$ cat config.mk
export PLATFORM = sky130hd
export DESIGN_NAME = qm_binary_arithmetic_encoder_core
export DESIGN_NICKNAME = d
export VERILOG_FILES = /design/src/rtl/core/qmbae_pkg.sv /design/src/rtl/core/qm_binary_arithmetic_encoder_core.sv /design/src/rtl/core/qmbae_ctrl.sv /design/src/rtl/core/qmbae_datapath.sv
export SDC_FILE = /design/constraint.sdc
export NUM_CORES = 1
export LEC_CHECK = 0
export BUFFER_PORTS_ARGS = -buffer_cell sky130_fd_sc_hd__buf_4
export CELL_PAD_IN_SITES_DETAIL_PLACEMENT = 0
export CELL_PAD_IN_SITES_GLOBAL_PLACEMENT = 1
export CORE_AREA = 3 3 250 435
export CTS_CLUSTER_DIAMETER = 50
export DETAILED_ROUTE_END_ITERATION = 12
export DIE_AREA = 0 0 253 438
export GPL_TIMING_DRIVEN = 0
export PLACE_DENSITY = 0.8
export SKIP_LAST_GASP = 1
export SLEW_MARGIN = 0
export SYNTH_ARGS = -nofsm -noshare
export SYNTH_HDL_FRONTEND = slang
export SYNTH_SLANG_ARGS = --single-unit
$ cat constraint.sdc
create_clock -name clk -period 4.5 [get_ports clk]
set_input_delay 0 -clock clk [delete_from_list [all_inputs] [get_ports clk]]
set_output_delay 0 -clock clk [all_outputs]
set_load 0.02 [all_outputs]
$ cat src/rtl/core/qmbae_pkg.sv
// qmbae_pkg: shared types and constants for the qm binary arithmetic encoder
// used by the controller, datapath, top level and port checker; no dependencies

package qmbae_pkg;

    // default probability table depth
    localparam int DEFAULT_TABLE_DEPTH = 64;

    // interval and code widths
    localparam int INTERVAL_W = 17;
    localparam int CODE_W     = 16;
    localparam int SHIFT_CNT_W = 5;

    localparam logic [INTERVAL_W-1:0]  INTERVAL_RESET = 17'h10000;
    localparam logic [CODE_W-1:0]      CODE_RESET     = 16'h0000;
    localparam logic [SHIFT_CNT_W-1:0] MAX_SHIFTS     = 5'd16;

    // action codes
    localparam logic ACT_LOAD   = 1'b0;
    localparam logic ACT_ENCODE = 1'b1;

    // step-down code that swaps the mps instead of moving the pointer
    localparam logic [1:0] STEP_DOWN_SWAP = 2'd0;

    // input beat
    typedef struct packed {
        logic        action;
        logic        bit_value;
        logic [5:0]  entry_index;
        logic [15:0] entry_prob;
        logic        entry_step_up;
        logic [1:0]  entry_step_down;
    } item_t;

    // output beat
    typedef struct packed {
        logic out_bit;
        logic last_of_run;
    } result_t;

    // one probability table entry
    typedef struct packed {
        logic [15:0] prob;
        logic        step_up;
        logic [1:0]  step_down;
    } entry_t;

    // controller to datapath commands
    typedef struct packed {
        logic load;
        logic start;
        logic eval;
        logic emit;
    } dp_cmd_t;

    // datapath to controller status
    typedef struct packed {
        logic has_bit;
        logic is_last;
        logic out_free;
    } dp_status_t;

endpackage

$ cat src/rtl/core/qm_binary_arithmetic_encoder_core.sv
// qm_binary_arithmetic_encoder_core: top level of the single-context qm encoder
// depends on qmbae_pkg, qmbae_ctrl and qmbae_datapath
//
// usage:
//   item channel (item_valid / item_stall / item): a load beat (action 0) writes
//   one probability table entry; entries at or beyond TABLE_DEPTH are dropped.
//   an encode beat (action 1) codes bit_value against the current table entry.
//   result channel (result_valid / result_stall / result): one beat per emitted
//   code bit, last_of_run set on the final beat of an encode item.
// sequence:
//   a load beat writes the table and the block stays ready.
//   an encode beat passes an evaluate state, then the renormalizer emits one
//   bit per cycle into the output register while that register is free; an
//   item gives up to 17 result beats (possibly none) and holds the input.
//   first result beat goes through the evaluate and emit states, then the
//   output register; the shifter of interval and code moves one bit per emit.
// reset: interval goes to 0x10000, code, pointer and mps to zero; table
//   contents are undefined until loaded.
// stall: a stalled result beat holds in the output register and the shifter
//   waits; the final beat may sit there while the next item is taken.

module qm_binary_arithmetic_encoder_core #(
    parameter int TABLE_DEPTH = qmbae_pkg::DEFAULT_TABLE_DEPTH
) (
    input  logic               clk,
    input  logic               rst_n,
    input  logic               item_valid,
    output logic               item_stall,
    input  qmbae_pkg::item_t   item,
    output logic               result_valid,
    input  logic               result_stall,
    output qmbae_pkg::result_t result
);

    qmbae_pkg::dp_cmd_t    cmd;
    qmbae_pkg::dp_status_t status;

    // sequencing
    qmbae_ctrl u_ctrl (
        .clk         (clk),
        .rst_n       (rst_n),
        .item_valid  (item_valid),
        .item_stall  (item_stall),
        .item_action (item.action),
        .cmd         (cmd),
        .status      (status)
    );

    // table, arithmetic and output register
    qmbae_datapath #(
        .TABLE_DEPTH (TABLE_DEPTH)
    ) u_datapath (
        .clk          (clk),
        .rst_n        (rst_n),
        .item         (item),
        .result       (result),
        .result_valid (result_valid),
        .result_stall (result_stall),
        .cmd          (cmd),
        .status       (status)
    );

endmodule

$ cat src/rtl/core/qmbae_ctrl.sv
// qmbae_ctrl: sequencing state machine of the qm binary arithmetic encoder
// depends on qmbae_pkg; drives qmbae_datapath through command and status structs

module qmbae_ctrl (
    input  logic                  clk,
    input  logic                  rst_n,
    input  logic                  item_valid,
    output logic                  item_stall,
    input  logic                  item_action,
    output qmbae_pkg::dp_cmd_t    cmd,
    input  qmbae_pkg::dp_status_t status
);

    typedef enum logic [1:0] {
        ST_IDLE,
        ST_EVAL,
        ST_EMIT
    } state_t;

    state_t state_reg;
    logic   stall_reg;
    logic   accept;

    assign item_stall = stall_reg;
    assign accept     = item_valid && !stall_reg;

    // commands to the datapath
    always_comb
    begin
        cmd       = '0;
        cmd.load  = accept && (item_action == qmbae_pkg::ACT_LOAD);
        cmd.start = accept && (item_action == qmbae_pkg::ACT_ENCODE);
        cmd.eval  = (state_reg == ST_EVAL);
        cmd.emit  = (state_reg == ST_EMIT) && status.has_bit && status.out_free;
    end

    // state and registered stall
    always_ff @(posedge clk or negedge rst_n)
    begin
        if (!rst_n)
        begin
            state_reg <= ST_IDLE;
            stall_reg <= 1'b0;
        end
        else
        begin
            unique case (state_reg)
                ST_IDLE:
                begin
                    if (cmd.start)
                    begin
                        state_reg <= ST_EVAL;
                        stall_reg <= 1'b1;
                    end
                end
                ST_EVAL:
                begin
                    state_reg <= ST_EMIT;
                end
                ST_EMIT:
                begin
                    if (!status.has_bit || (cmd.emit && status.is_last))
                    begin
                        state_reg <= ST_IDLE;
                        stall_reg <= 1'b0;
                    end
                end
                default:
                begin
                    state_reg <= ST_IDLE;
                    stall_reg <= 1'b0;
                end
            endcase
        end
    end

endmodule

$ cat src/rtl/core/qmbae_datapath.sv
// qmbae_datapath: probability table, interval/code arithmetic, renormalization
// and output register; depends on qmbae_pkg, commanded by qmbae_ctrl

module qmbae_datapath #(
    parameter int TABLE_DEPTH = qmbae_pkg::DEFAULT_TABLE_DEPTH
) (
    input  logic                  clk,
    input  logic                  rst_n,
    input  qmbae_pkg::item_t      item,
    output qmbae_pkg::result_t    result,
    output logic                  result_valid,
    input  logic                  result_stall,
    input  qmbae_pkg::dp_cmd_t    cmd,
    output qmbae_pkg::dp_status_t status
);

    localparam int PW  = (TABLE_DEPTH > 1) ? $clog2(TABLE_DEPTH) : 1;
    localparam int IXW = ((PW > 6) ? PW : 6) + 1;
    localparam int IW  = qmbae_pkg::INTERVAL_W;
    localparam int CW  = qmbae_pkg::CODE_W;
    localparam int SW  = qmbae_pkg::SHIFT_CNT_W;
    localparam logic [PW:0]     PTR_MAX   = (PW+1)'(TABLE_DEPTH - 1);
    localparam logic [IXW-1:0]  DEPTH_IX  = IXW'(TABLE_DEPTH);

    // probability table memory, read port runs every cycle at the pointer
    qmbae_pkg::entry_t table_mem [TABLE_DEPTH];
    qmbae_pkg::entry_t entry_reg;

    logic [IXW-1:0] idx_ext;
    logic           idx_ok;
    logic [PW-1:0]  wr_addr;

    // coder state
    logic [IW-1:0] interval_reg, interval_next;
    logic [CW-1:0] code_reg, code_next;
    logic [PW-1:0] ptr_reg, ptr_next;
    logic          mps_reg, mps_next;
    logic          carry_reg, carry_next;
    logic [SW-1:0] shift_cnt_reg, shift_cnt_next;
    logic          bit_reg;

    // output register
    qmbae_pkg::result_t result_reg;
    logic               result_valid_reg;

    // evaluation terms
    logic [IW-1:0] q_ext;
    logic [IW-1:0] diff;
    logic          diff_half;
    logic          diff_lt_q;
    logic [IW:0]   sum;
    logic          mps_hit;
    logic          take_add;
    logic [PW:0]   ptr_up;
    logic [PW-1:0] ptr_up_sat;
    logic [PW+1:0] ptr_w;
    logic [PW+1:0] dn_w;
    logic [PW+1:0] ptr_dn_w;
    logic [PW-1:0] ptr_dn_sat;

    // emit terms
    logic          shift_pending;
    logic          emit_bit;
    logic          emit_last;

    // load address decode
    assign idx_ext = IXW'(item.entry_index);
    assign idx_ok  = idx_ext < DEPTH_IX;
    assign wr_addr = idx_ext[PW-1:0];

    always_ff @(posedge clk)
    begin
        if (cmd.load && idx_ok)
        begin
            table_mem[wr_addr] <= '{prob:      item.entry_prob,
                                    step_up:   item.entry_step_up,
                                    step_down: item.entry_step_down};
        end
        entry_reg <= table_mem[ptr_reg];
    end

    // interval subtract, exchange decision and code add
    always_comb
    begin
        q_ext     = {1'b0, entry_reg.prob};
        diff      = interval_reg - q_ext;
        diff_half = diff[IW-1] | diff[IW-2];
        diff_lt_q = diff < q_ext;
        sum       = (IW+1)'(code_reg) + (IW+1)'(diff);
        mps_hit   = (bit_reg == mps_reg);
        take_add  = mps_hit ? (!diff_half && diff_lt_q) : !diff_lt_q;
    end

    // pointer steps, saturating at both table ends
    always_comb
    begin
        ptr_up     = (PW+1)'(ptr_reg) + (PW+1)'(entry_reg.step_up);
        ptr_up_sat = (ptr_up > PTR_MAX) ? PTR_MAX[PW-1:0] : ptr_up[PW-1:0];
        ptr_w      = (PW+2)'(ptr_reg);
        dn_w       = (PW+2)'(entry_reg.step_down);
        ptr_dn_w   = ptr_w - dn_w;
        ptr_dn_sat = (ptr_w >= dn_w) ? ptr_dn_w[PW-1:0] : '0;
    end

    // renormalization bit selection
    always_comb
    begin
        shift_pending = !interval_reg[IW-1] && !interval_reg[IW-2]
                        && (shift_cnt_reg != qmbae_pkg::MAX_SHIFTS);
        if (carry_reg)
        begin
            emit_bit  = 1'b1;
            emit_last = interval_reg[IW-1] | interval_reg[IW-2];
        end
        else
        begin
            emit_bit  = code_reg[CW-1];
            emit_last = interval_reg[IW-3]
                        || (shift_cnt_reg == qmbae_pkg::MAX_SHIFTS - SW'(1));
        end
    end

    assign status.has_bit  = carry_reg || shift_pending;
    assign status.is_last  = emit_last;
    assign status.out_free = !result_valid_reg || !result_stall;

    // next state of the coder registers
    always_comb
    begin
        interval_next  = interval_reg;
        code_next      = code_reg;
        ptr_next       = ptr_reg;
        mps_next       = mps_reg;
        carry_next     = carry_reg;
        shift_cnt_next = shift_cnt_reg;
        if (cmd.eval)
        begin
            interval_next  = take_add ? q_ext : diff;
            code_next      = take_add ? sum[CW-1:0] : code_reg;
            carry_next     = take_add && (sum[IW:CW] != '0);
            shift_cnt_next = '0;
            if (mps_hit)
            begin
                if (!diff_half)
                begin
                    ptr_next = ptr_up_sat;
                end
            end
            else
            begin
                if (entry_reg.step_down == qmbae_pkg::STEP_DOWN_SWAP)
                begin
                    mps_next = !mps_reg;
                end
                ptr_next = ptr_dn_sat;
            end
        end
        else if (cmd.emit)
        begin
            if (carry_reg)
            begin
                carry_next = 1'b0;
            end
            else
            begin
                interval_next  = {interval_reg[IW-2:0], 1'b0};
                code_next      = {code_reg[CW-2:0], 1'b0};
                shift_cnt_next = shift_cnt_reg + SW'(1);
            end
        end
    end

    // control registers
    always_ff @(posedge clk or negedge rst_n)
    begin
        if (!rst_n)
        begin
            interval_reg     <= qmbae_pkg::INTERVAL_RESET;
            code_reg         <= qmbae_pkg::CODE_RESET;
            ptr_reg          <= '0;
            mps_reg          <= 1'b0;
            carry_reg        <= 1'b0;
            shift_cnt_reg    <= '0;
            result_valid_reg <= 1'b0;
        end
        else
        begin
            interval_reg  <= interval_next;
            code_reg      <= code_next;
            ptr_reg       <= ptr_next;
            mps_reg       <= mps_next;
            carry_reg     <= carry_next;
            shift_cnt_reg <= shift_cnt_next;
            if (cmd.emit)
            begin
                result_valid_reg <= 1'b1;
            end
            else if (!result_stall)
            begin
                result_valid_reg <= 1'b0;
            end
        end
    end

    // payload registers
    always_ff @(posedge clk)
    begin
        if (cmd.start)
        begin
            bit_reg <= item.bit_value;
        end
        if (cmd.emit)
        begin
            result_reg <= '{out_bit: emit_bit, last_of_run: emit_last};
        end
    end

    assign result       = result_reg;
    assign result_valid = result_valid_reg;

endmodule

; ---- Yosys cells after proc, flatten, opt, wreduce, memory -nomap -nowiden
; Memory sizes are Yosys's and may differ from the RTL's. A register that Yosys moved wholly into a read port is not among the register bits.
; Cells that the tools add are included.
[word_totals]
reg_bits = 53
ramBits = 1216
word_cells = 101
mem_count = 1
[classes]
addsub = 5
n_lt_le_gt_ge = 4
eq_ne = 11
muxes = 29
bitwise = 5
n_reduce_logical = 34
[memory_table]
columns = memory, words, width, rd, rd_ports_with_merged_regs, wr, line
row1 = u_datapath.table_mem, 64, 19, 1, 1, 1, qmbae_datapath.sv:26  ; qmbae_pkg::entry_t table_mem [TABLE_DEPTH];
[ops]
columns = cell, count
row1 = $mux W17, 4
row2 = $mux W16, 4
row3 = $mux W6, 4
row4 = $add A16 B17 Y18, 1
row5 = $lt A17 B16 Y1, 1
row6 = $sub A17 B16 Y17, 1
row7 = $mux W5, 3
row8 = $logic_and A1 B1 Y1, 11
row9 = $mux W1, 10
row10 = $logic_not A1 Y1, 9
row11 = $reduce_and A3 Y1, 3
row12 = $ne A2 B2 Y1 const B, 4
row13 = $add A6 B1 Y7, 1
row14 = $gt A7 B6 Y1 const B, 1
row15 = $lt A6 B7 Y1 const B, 1
row16 = $ge A6 B2 Y1, 1
row17 = $pmux W2 S3, 1
row18 = $reduce_and A2 Y1, 3
row19 = $sub A6 B2 Y6, 1
row20 = $add A5 B1 Y5 const B, 1
row21 = $eq A5 B4 Y1 const B, 1
row22 = $ne A5 B5 Y1 const B, 1
row23 = $logic_not A2 Y1, 2
row24 = $logic_or A1 B1 Y1, 4
row25 = other kinds (9), 15

; ---- Logic depth before layout (Yosys ltp)
; Gate-level depths: netlist (run 1).
[depth]
ltp_word = 10
mapped_depth = 23

; ---- Modules after synthesis
; Synthesis (run 1) repeated with hierarchy kept, for this count alone.
[hier_totals]
cells_unflattened = 2391
hier_area_um2 = 51931.1
[modules_own_cells]
columns = module, n_inst, cells_per_inst, area_each_um2, seq_area_each_um2
row1 = qmbae_datapath, 1, 2375, 51749.6, 38162.9
row2 = qmbae_ctrl, 1, 16, 181.4, 75.1

; ---- Least setup slack after synthesis (run 1)
; No wires, ideal clock.
[synth_timing]
path_kind = register to register
start = register u_datapath.interval_reg[0]
end = register u_datapath.code_reg[10]
setup_time_ns = 0.125
arrival_ns = 4.308
setup_slack_ns = 0.067
stages_incl_launch_ff = 24
period_less_slack_ns = 4.433
cell_sequence = dfrtp_1 > inv_1 > ha_1 > inv_1 > fa_1 > a21oi_1 > o221ai_2 > o21ai_1 > and2b_1 > o21ai_0 > nand2b_1 > a21oi_1 > xnor2_1 > ha_1 > a2111oi_0 > o21ai_0 > a21oi_1 > o41a_1 > o22a_4 > xnor2_2 > o21ai_2 > nand2_4 > buf_6 > mux2_4
[synth_between]
elab_chain_len = 7
elab_cells_between_ends = 12
[synth_rtl]
columns = element, line
row1 = "start, declared", qmbae_datapath.sv:34  ; logic [IW-1:0] interval_reg, interval_next;
row2 = "start signal, assigned", qmbae_datapath.sv:178  ; interval_reg <= qmbae_pkg::INTERVAL_RESET;
row3 = "start signal, assigned", qmbae_datapath.sv:188  ; interval_reg <= interval_next;
row4 = $sub A17 B16 Y17 *, qmbae_datapath.sv:86  ; diff = interval_reg - q_ext;
row5 = branches (longest 6 deep; another with $lt A17 B16 Y1), n/a
row6 = "end signal, assigned", qmbae_datapath.sv:179  ; code_reg <= qmbae_pkg::CODE_RESET;
row7 = "end signal, assigned", qmbae_datapath.sv:189  ; code_reg <= code_next;
row8 = "end, declared", qmbae_datapath.sv:35  ; logic [CW-1:0] code_reg, code_next;
; Mark *: on every way between the ends. The select of a mux whose other input is x is not followed.
; A chain may end at the register's enable or synchronous reset.

; ---- Final worst setup path (run 1)
[layout_timing]
start = register u_datapath.interval_reg[0]
end = register u_datapath.code_reg[7]
; The elaborated chain is that of the path after synthesis.

==> results.md, run 1 <==
- Synth top area share: 0.7107
- Largest net degree at the start of global routing: 65
- Die H: 438 um
- Antenna Nets Post-Route: 0
- Met2 WL: a little over 70 mm
- Fillers: 7556
- Worst Hold End: u_datapath.result_valid$_DFFE_PN0P_
- Setup TNS: -3824 ps
- Unique masters post-synth: 81
- Maxcap violations: 0
- Initial antenna violation count: 9
- Final core occ: 0.5573
- WHS: 39.37 ps
- Clock Sinks: roughly 1300
- Clock Latency Late Sink: 730 ps
- CP startpoint kind: flop
- Largest family of logic cells by synthesized area: multiplexers
- EDFF count, synth: 1219
- Worst Path Required: 5080 ps
- Post-Syn Area: around 0.052 sq mm
- Adder-cell share of the synthesized area: 0.01453
- Vias: 25460
- Core area: approximately 0.11 sq mm
- PnR worst setup slack: -175.6 ps
- WL final: around 130 mm
- CTS Buf Count: 110
- First-pass GRT wire length: 188.9 mm
- Crit path kind: reg2reg
- Placed cells: around 3800
- Longest Clk Path Bufs: 3
- Final setup viols: 31
- FFs w/ async S/R, synth: 0.03882
- Clock transition at the registers of the reported paths: around 60 ps
- Die ar.: 0.1108 sq mm
- Non-filler instance count after layout: roughly 4100
- Vias/cell: around 6.3
- Max-slew violation count: 0
- I/O Buffers: 31
- Hold Vio Cnt, Final: 0
- Reg-to-reg endpoint: u_datapath.code_reg[7]$_DFFE_PN0P_
- Max FFs per register: about 1200
- Drc violations: 0
- LEAKAGE: 18.57 nW
- Syn nets: between 2000 and 2500
- Dpl hpwl: roughly 87 mm
- Synth Area in XOR/XNOR: 0.004883
- Synth warnings: 0
- Seq/Total Area, Yosys: 0.7424
- Status: complete, but fails checks
- Failing checks: setup timing
- Cells after synthesis: 2377
- Crit. End Element: flop
- Peak Freq: 213.9 MHz
- Worst-path fanout max: 9
- Fin crit period: 4676 ps
- Reg2Reg Setup Slack: -180 ps
- Initial DRC count: between 2000 and 3000
- Area grow syn2layout: 13.93%
- Most frequent cells in the layout: 1219 x edfxtp_1, 399 x mux4_2, 114 x clkbuf_16
- Mux share of post-synthesis cell area: 0.1803
- Nets@finish: ~2700
- R2r startpoint: u_datapath.interval_reg[0]$_DFFE_PN0P_
- Drt wl/cell: between 30 and 40 um
- Post-synthesis compound-gate area fraction: 0.02296
- Initial core utilization: 0.4892
- Most common cell after layout, fill and taps aside: edfxtp_1
- CTS H-tree lvls: 3
- WHS Path Cells: 3
- GRT Total Usage: 0.2401
- Post-Route Skew: approximately 36 ps
- DR top layer: met5
- IO Pins: 35
- Num rows: between 150 and 200
- Simple-gate portion of the synthesized area: 0.02269
- Clock root buffer: clkbuf_16
- Period utilization: 1.039
- Relative slew slack: 0.1291
- Syn Area/Cell: 21.67 sq um
- Number of global-route vias before repair: 26790
- DR WL met3: around 8.0 mm
- PwrDens: 638.1 mW/mm^2
- Top cells by area, synth: edfxtp_1 71%, mux4_2 17%, dfrtp_1 2.4%
- WP data arrival: 5260 ps
- RSZ-0062 raised after global routing: yes
- Area post-placement: about 0.055 sq mm
- Routability cong.: roughly 0.86
- Worst vdd ir: roughly 0.00045 V
- Hold Path Class: in2reg
- Layout cells sized above 1: 0.3013
- FF+latch count, synth: ~1300
- Fin area: 0.05868 sq mm
- Worst-margin pin slew: 1306 ps
- Remaining global-route overflow: 0
- DR pass1 iterations: 5
- Met1 Wirelength: between 40 and 50 mm
- Clock tree from TritonCTS: done
- Reg2Reg Depth: 23
- Die width: around 250 um
- Yosys top cell by area: edfxtp_1
- Hold path start: result_stall
- Most common flop cell mapped by yosys: edfxtp_1
-- layer usage --
layer,up-vias,track usage
li1,10460,-
met1,13530,0.2750
met2,1165,0.4309
met3,301,0.03788
met4,12,0.1295
met5,-,0
-- worst max-delay path by stage --
| stage | endpoint | startpoint | slack [ps] | cells after the start |
|---|---|---|---|---|
| 4_1_cts | u_datapath.code_reg[7]$_DFFE_PN0P_ | u_datapath.interval_reg[0]$_DFFE_PN0P_ | -230 | 23 |
| 2_1_floorplan | u_datapath.code_reg[10]$_DFFE_PN0P_ | u_datapath.interval_reg[0]$_DFFE_PN0P_ | 70 | 23 |
| 3_3_place_gp | u_datapath.interval_reg[2]$_DFFE_PN0P_ | u_datapath.interval_reg[0]$_DFFE_PN0P_ | -1430 | 23 |
| 5_1_grt | u_datapath.code_reg[7]$_DFFE_PN0P_ | u_datapath.interval_reg[0]$_DFFE_PN0P_ | -370 | 23 |
| 3_5_place_dp | u_datapath.interval_reg[2]$_DFFE_PN0P_ | u_datapath.interval_reg[0]$_DFFE_PN0P_ | -1500 | 23 |
| 6_report | u_datapath.code_reg[7]$_DFFE_PN0P_ | u_datapath.interval_reg[0]$_DFFE_PN0P_ | -180 | 23 |
-- layout make-up --
| class | count | area (sq um) | share of cell area |
|---|---|---|---|
| Clock buffer | 146 | 2978 | 0.05075 |
| Multi-Input combinational cell | 941 | 13020 | 0.2218 |
| Timing Repair Buffer | 134 | 1598 | 0.02723 |
| Sequential cell | 1288 | 38240 | 0.6517 |
| Antenna cell | 3 | 7.507 | 0.0001279 |
| Clock inverter | 59 | 521.8 | 0.008892 |
| Inverter | 36 | 135.1 | 0.002303 |
| Tap cell | 1351 | 1690 | 0.02881 |
| Buffer | 111 | 494.2 | 0.008423 |
-- repair_timing --
item	CTS	global route
endpoints found under the hold margin	1275	0
hold buffers	27	0
gates resized for setup	31	18
pin swaps	21	12
buffers inserted	12	3
endpoints found under the setup margin	33	33
-- report_power, final --
part / switching, W / internal (W) / leakage, nW
combinational: 0.00805 / 0.00637 / 5.12
clock: 0.00427 / 0.00508 / 1.71
sequential: 0.000240 / 0.0134 / 11.7
total: 0.0126 / 0.0249 / 18.6
-- synth_stat cells, types with 4 or more instances --
| cell | number |
|---|---|
| clkbuf_1 | 69 |
| ha_1 | 55 |
| nand3b_1 | 5 |
| dfxtp_1 | 19 |
| buf_2 | 25 |
| nand3_1 | 18 |
| o21ai_0 | 39 |
| nand4_1 | 5 |
| o31ai_1 | 6 |
| dfrtp_1 | 49 |
| a31oi_1 | 5 |
| mux2i_1 | 8 |
| nor2b_1 | 10 |
| inv_1 | 35 |
| nor2_1 | 104 |
| a211oi_1 | 5 |
| nand2b_1 | 9 |
| buf_1 | 12 |
| edfxtp_1 | 1219 |
| nor3_1 | 11 |
| mux2_2 | 7 |
| nand2_1 | 65 |
| a21o_1 | 12 |
| xor2_1 | 11 |
| mux2_4 | 8 |
| or3_1 | 4 |
| o21a_1 | 11 |
| and3_1 | 6 |
| xnor2_1 | 14 |
| mux4_2 | 399 |
| o22a_1 | 4 |
| o22ai_1 | 7 |
| a21oi_1 | 52 |
| buf_6 | 5 |
-- critical path, stage by stage, from the launching register on --
cell and delay [ps]:
dfrtp_1 390, inv_2 80, ha_4 140, inv_2 30
fa_2 360, a21oi_4 210, o221ai_4 160, o21ai_2 180
and2b_1 210, o21ai_2 120, nand2b_1 90, a21oi_2 170
xnor2_2 160, ha_4 250, a2111oi_4 390, o21ai_1 120
a21oi_1 150, o41a_1 250, o22a_4 220, xnor2_4 90
o21ai_2 200, nand2_4 90, buf_12 150, mux2_4 290
-- per-stage QoR --
step,total power [W],setup WS [ps]
global placement,0.02715,-1434
CTS,0.03742,-234.4
detailed placement,0.02742,-1501
floorplan,0.02302,67.03
global route,0.03891,-369.4
finish,0.03744,-175.6
-- kinds of logic after synthesis --
family / count (synthesis)
buffers and inverters: 148
muxes: 424
DFF: 1288
AOI/OAI and AO/OA: 177
xor gates and xnor gates: 27
and+or+nand+nor: 255
adders and majority gates: 58
Power figures use the tool's default switching activity.
==> inputs of run 2 (changes only) <==
PLACE_DENSITY = 0.69   (was 0.8)
==> run 2 against run 1 <==
  * Register-to-register slack better by 80 ps
  * Highest routed layer unchanged
  * Global-route usage is 0.44 points higher
  * Core utilization is 0.40 points higher
  * Power up 1.2%
  * Critical path type unchanged
  * First-iteration DRC count shrank 21%
  * The flow still finishes with violations (setup timing)
==> results.md, run 2 (same netlist as run 1, synthesis figures left out) <==
- Status: complete, but fails checks
- Failing checks: setup timing
- Clock root buffer: clkbuf_16
- Dpl ws: -1556 ps
- Clock tree from TritonCTS: done
- WHS: about 210 ps
- Initial antenna violation count: 9
- Worst-margin pin slew: between 1000 and 1500 ps
- CP startpoint: u_datapath.interval_reg[0]$_DFFE_PN0P_
- Max FFs per register: around 1200
- Met2 WL: 73.07 mm
- Crit. End Element: flop
- Crit path buffers/inverters: 5
- Drc violations: 0
- Layout cells sized above 1: 0.3054
- Vias/cell: between 6 and 7
- Maximum single-stage delay on the critical path: approximately 390 ps
- Worst vdd ir: approximately 0.0005 V
- Fin crit period: roughly 4600 ps
- Drt wl/cell: 32.30 um
- Clock Sinks: approximately 1300
- Post-Route Skew: 30.40 ps
- Hold path start: result_stall
- R2r startpoint: u_datapath.interval_reg[0]$_DFFE_PN0P_
- PnR worst setup slack: -98.44 ps
- Nets@finish: 2720
- Routability cong.: a little under 0.9
- Remaining global-route overflow: 0
- Max-slew violation count: 0
- IO Pins: 35
- Dpl hpwl: 91.71 mm
- Period utilization: 1.022
- WL final: between 100 and 150 mm
- Most common cell after layout, fill and taps aside: edfxtp_1
- First-pass GRT wire length: approximately 190 mm
- Maxcap violations: 0
- Peak Freq: 217.5 MHz
- Die ar.: around 0.11 sq mm
- CTS Buf Count: approximately 110
- Number of global-route vias before repair: 26620
- Initial core utilization: 0.4892
- Worst Path Required: 5080 ps
- Core area: 0.1053 sq mm
- Met1 Wirelength: approximately 46 mm
- Antenna Nets Post-Route: 0
- Non-filler instance count after layout: just over 4000
- Initial DRC count: roughly 2300
- Placed cells: 3823
- Critical path's slowest cell: dfrtp_1
- Clock transition at the registers of the reported paths: 70 ps
- Longest Clk Path Bufs: 3
- Most frequent cells in the layout: 1219 x edfxtp_1, 399 x mux4_2, 117 x clkbuf_16
- I/O Buffers: 31
- Area grow syn2layout: 14.75%
- Die width: approximately 250 um
- Clock Latency Late Sink: between 700 and 800 ps
- CP startpoint kind: flop
- Worst-path fanout max: 3
- Die H: roughly 440 um
- LEAKAGE: 18.77 nW
- DR WL met3: ~6.5 mm
- WP data arrival: just over 5000 ps
- Setup TNS: -1370 ps
- DR top layer: met5
- PwrDens: about 640 mW/mm^2
- Relative slew slack: 0.1754
- Top delay family on crit path: compound AO/OA/AOI/OAI gates
- Largest net degree at the start of global routing: 65
- Crit path kind: reg2reg
- Final setup viols: 31
- Vias: ~25000
- DR pass1 iterations: 5
- Fin area: about 0.059 sq mm
- Hold Vio Cnt, Final: 0
- RSZ-0062 raised after global routing: yes
- CTS H-tree lvls: 3
- Hold Path Class: in2reg
- Num rows: between 150 and 200
- Area post-placement: about 0.055 sq mm
- GRT Total Usage: 0.2445
[run 2: cell types whose count changed in the layout (fill, tap and decap cells not counted), sizes merged, moves of 5 or more]
cell    change
clkinv     +27
buf         +6
inv         -6
clkbuf     -15
diode       +5
[run 2: timing repair]
item | CTS | global route
setup endpoints to repair | 33 | 33
hold endpoints to repair | 1275 | 0
hold buffers | 28 | 0
gates cloned | 1 | 0
pin swaps | 24 | 11
setup buffers | 14 | 4
gates resized for setup | 34 | 15
[run 2: path summary, 6_finish.rpt]
kind,end,slack [ps],cells after the start
max reg2reg,u_datapath.interval_reg[1]$_DFFE_PN0P_,-100,25
max in group asynchronous,u_datapath.code_reg[7]$_DFFE_PN0P_,3810,4
min reg2reg,u_datapath.interval_reg[5]$_DFFE_PN0P_,510,2
min,u_ctrl.state_reg[1]$_DFFE_PN0P_,210,6
max,u_datapath.interval_reg[1]$_DFFE_PN0P_,-100,25
min in group asynchronous,u_datapath.interval_reg[16]$_DFFE_PN1P_,380,3
[run 2: worst reg2reg max path, delay by kind of cell (launching register included)]
kind / cells / cell delay, ps
adder cells (fa/ha/maj): 3 / 740
flip-flops: 1 / 390
multiplexers: 1 / 160
AO/OA/AOI/OAI: 12 / 2180
buffers and inverters: 5 / 490
XOR/XNOR: 1 / 160
AND/OR/NAND/NOR: 3 / 350
[run 2: final cells by class]
cell class / count / area [sq um]
antenna: 8 / 20.02
buffer: 111 / 494.2
clock buffer: 131 / 2980
clock inverter: 80 / 650.6
fill: 7809 / 46190
inverter: 36 / 135.1
multi-input combinational: 941 / 13010
sequential: 1288 / 38240
tap: 1351 / 1690
timing repair buffer: 141 / 1879
[run 2: metrics by stage]
| stage | power [W] | utilization |
|---|---|---|
| after floorplan | 0.02302 | - |
| after global placement | 0.02740 | 0.5074 |
| after detailed placement | 0.02761 | 0.5199 |
| after CTS | 0.03795 | 0.5602 |
| after global routing | 0.03950 | 0.5611 |
| final | 0.03788 | 0.5613 |
[run 2: where the power goes]
group	total [W]	switching, W	internal (W)	leakage [nW]
clock network	0.00956	0.00430	0.00526	1.79
registers	0.0137	0.000237	0.0134	11.7
logic	0.0146	0.00815	0.00649	5.24
total	0.0379	0.0127	0.0252	18.8
[run 2: routing by layer]
layer | GRT usage | vias to the layer above
li1 | - | 10500
met1 | 0.2792 | 13490
met2 | 0.4506 | 819
met3 | 0.03462 | 237
met4 | 0.1151 | 4
met5 | 0 | -
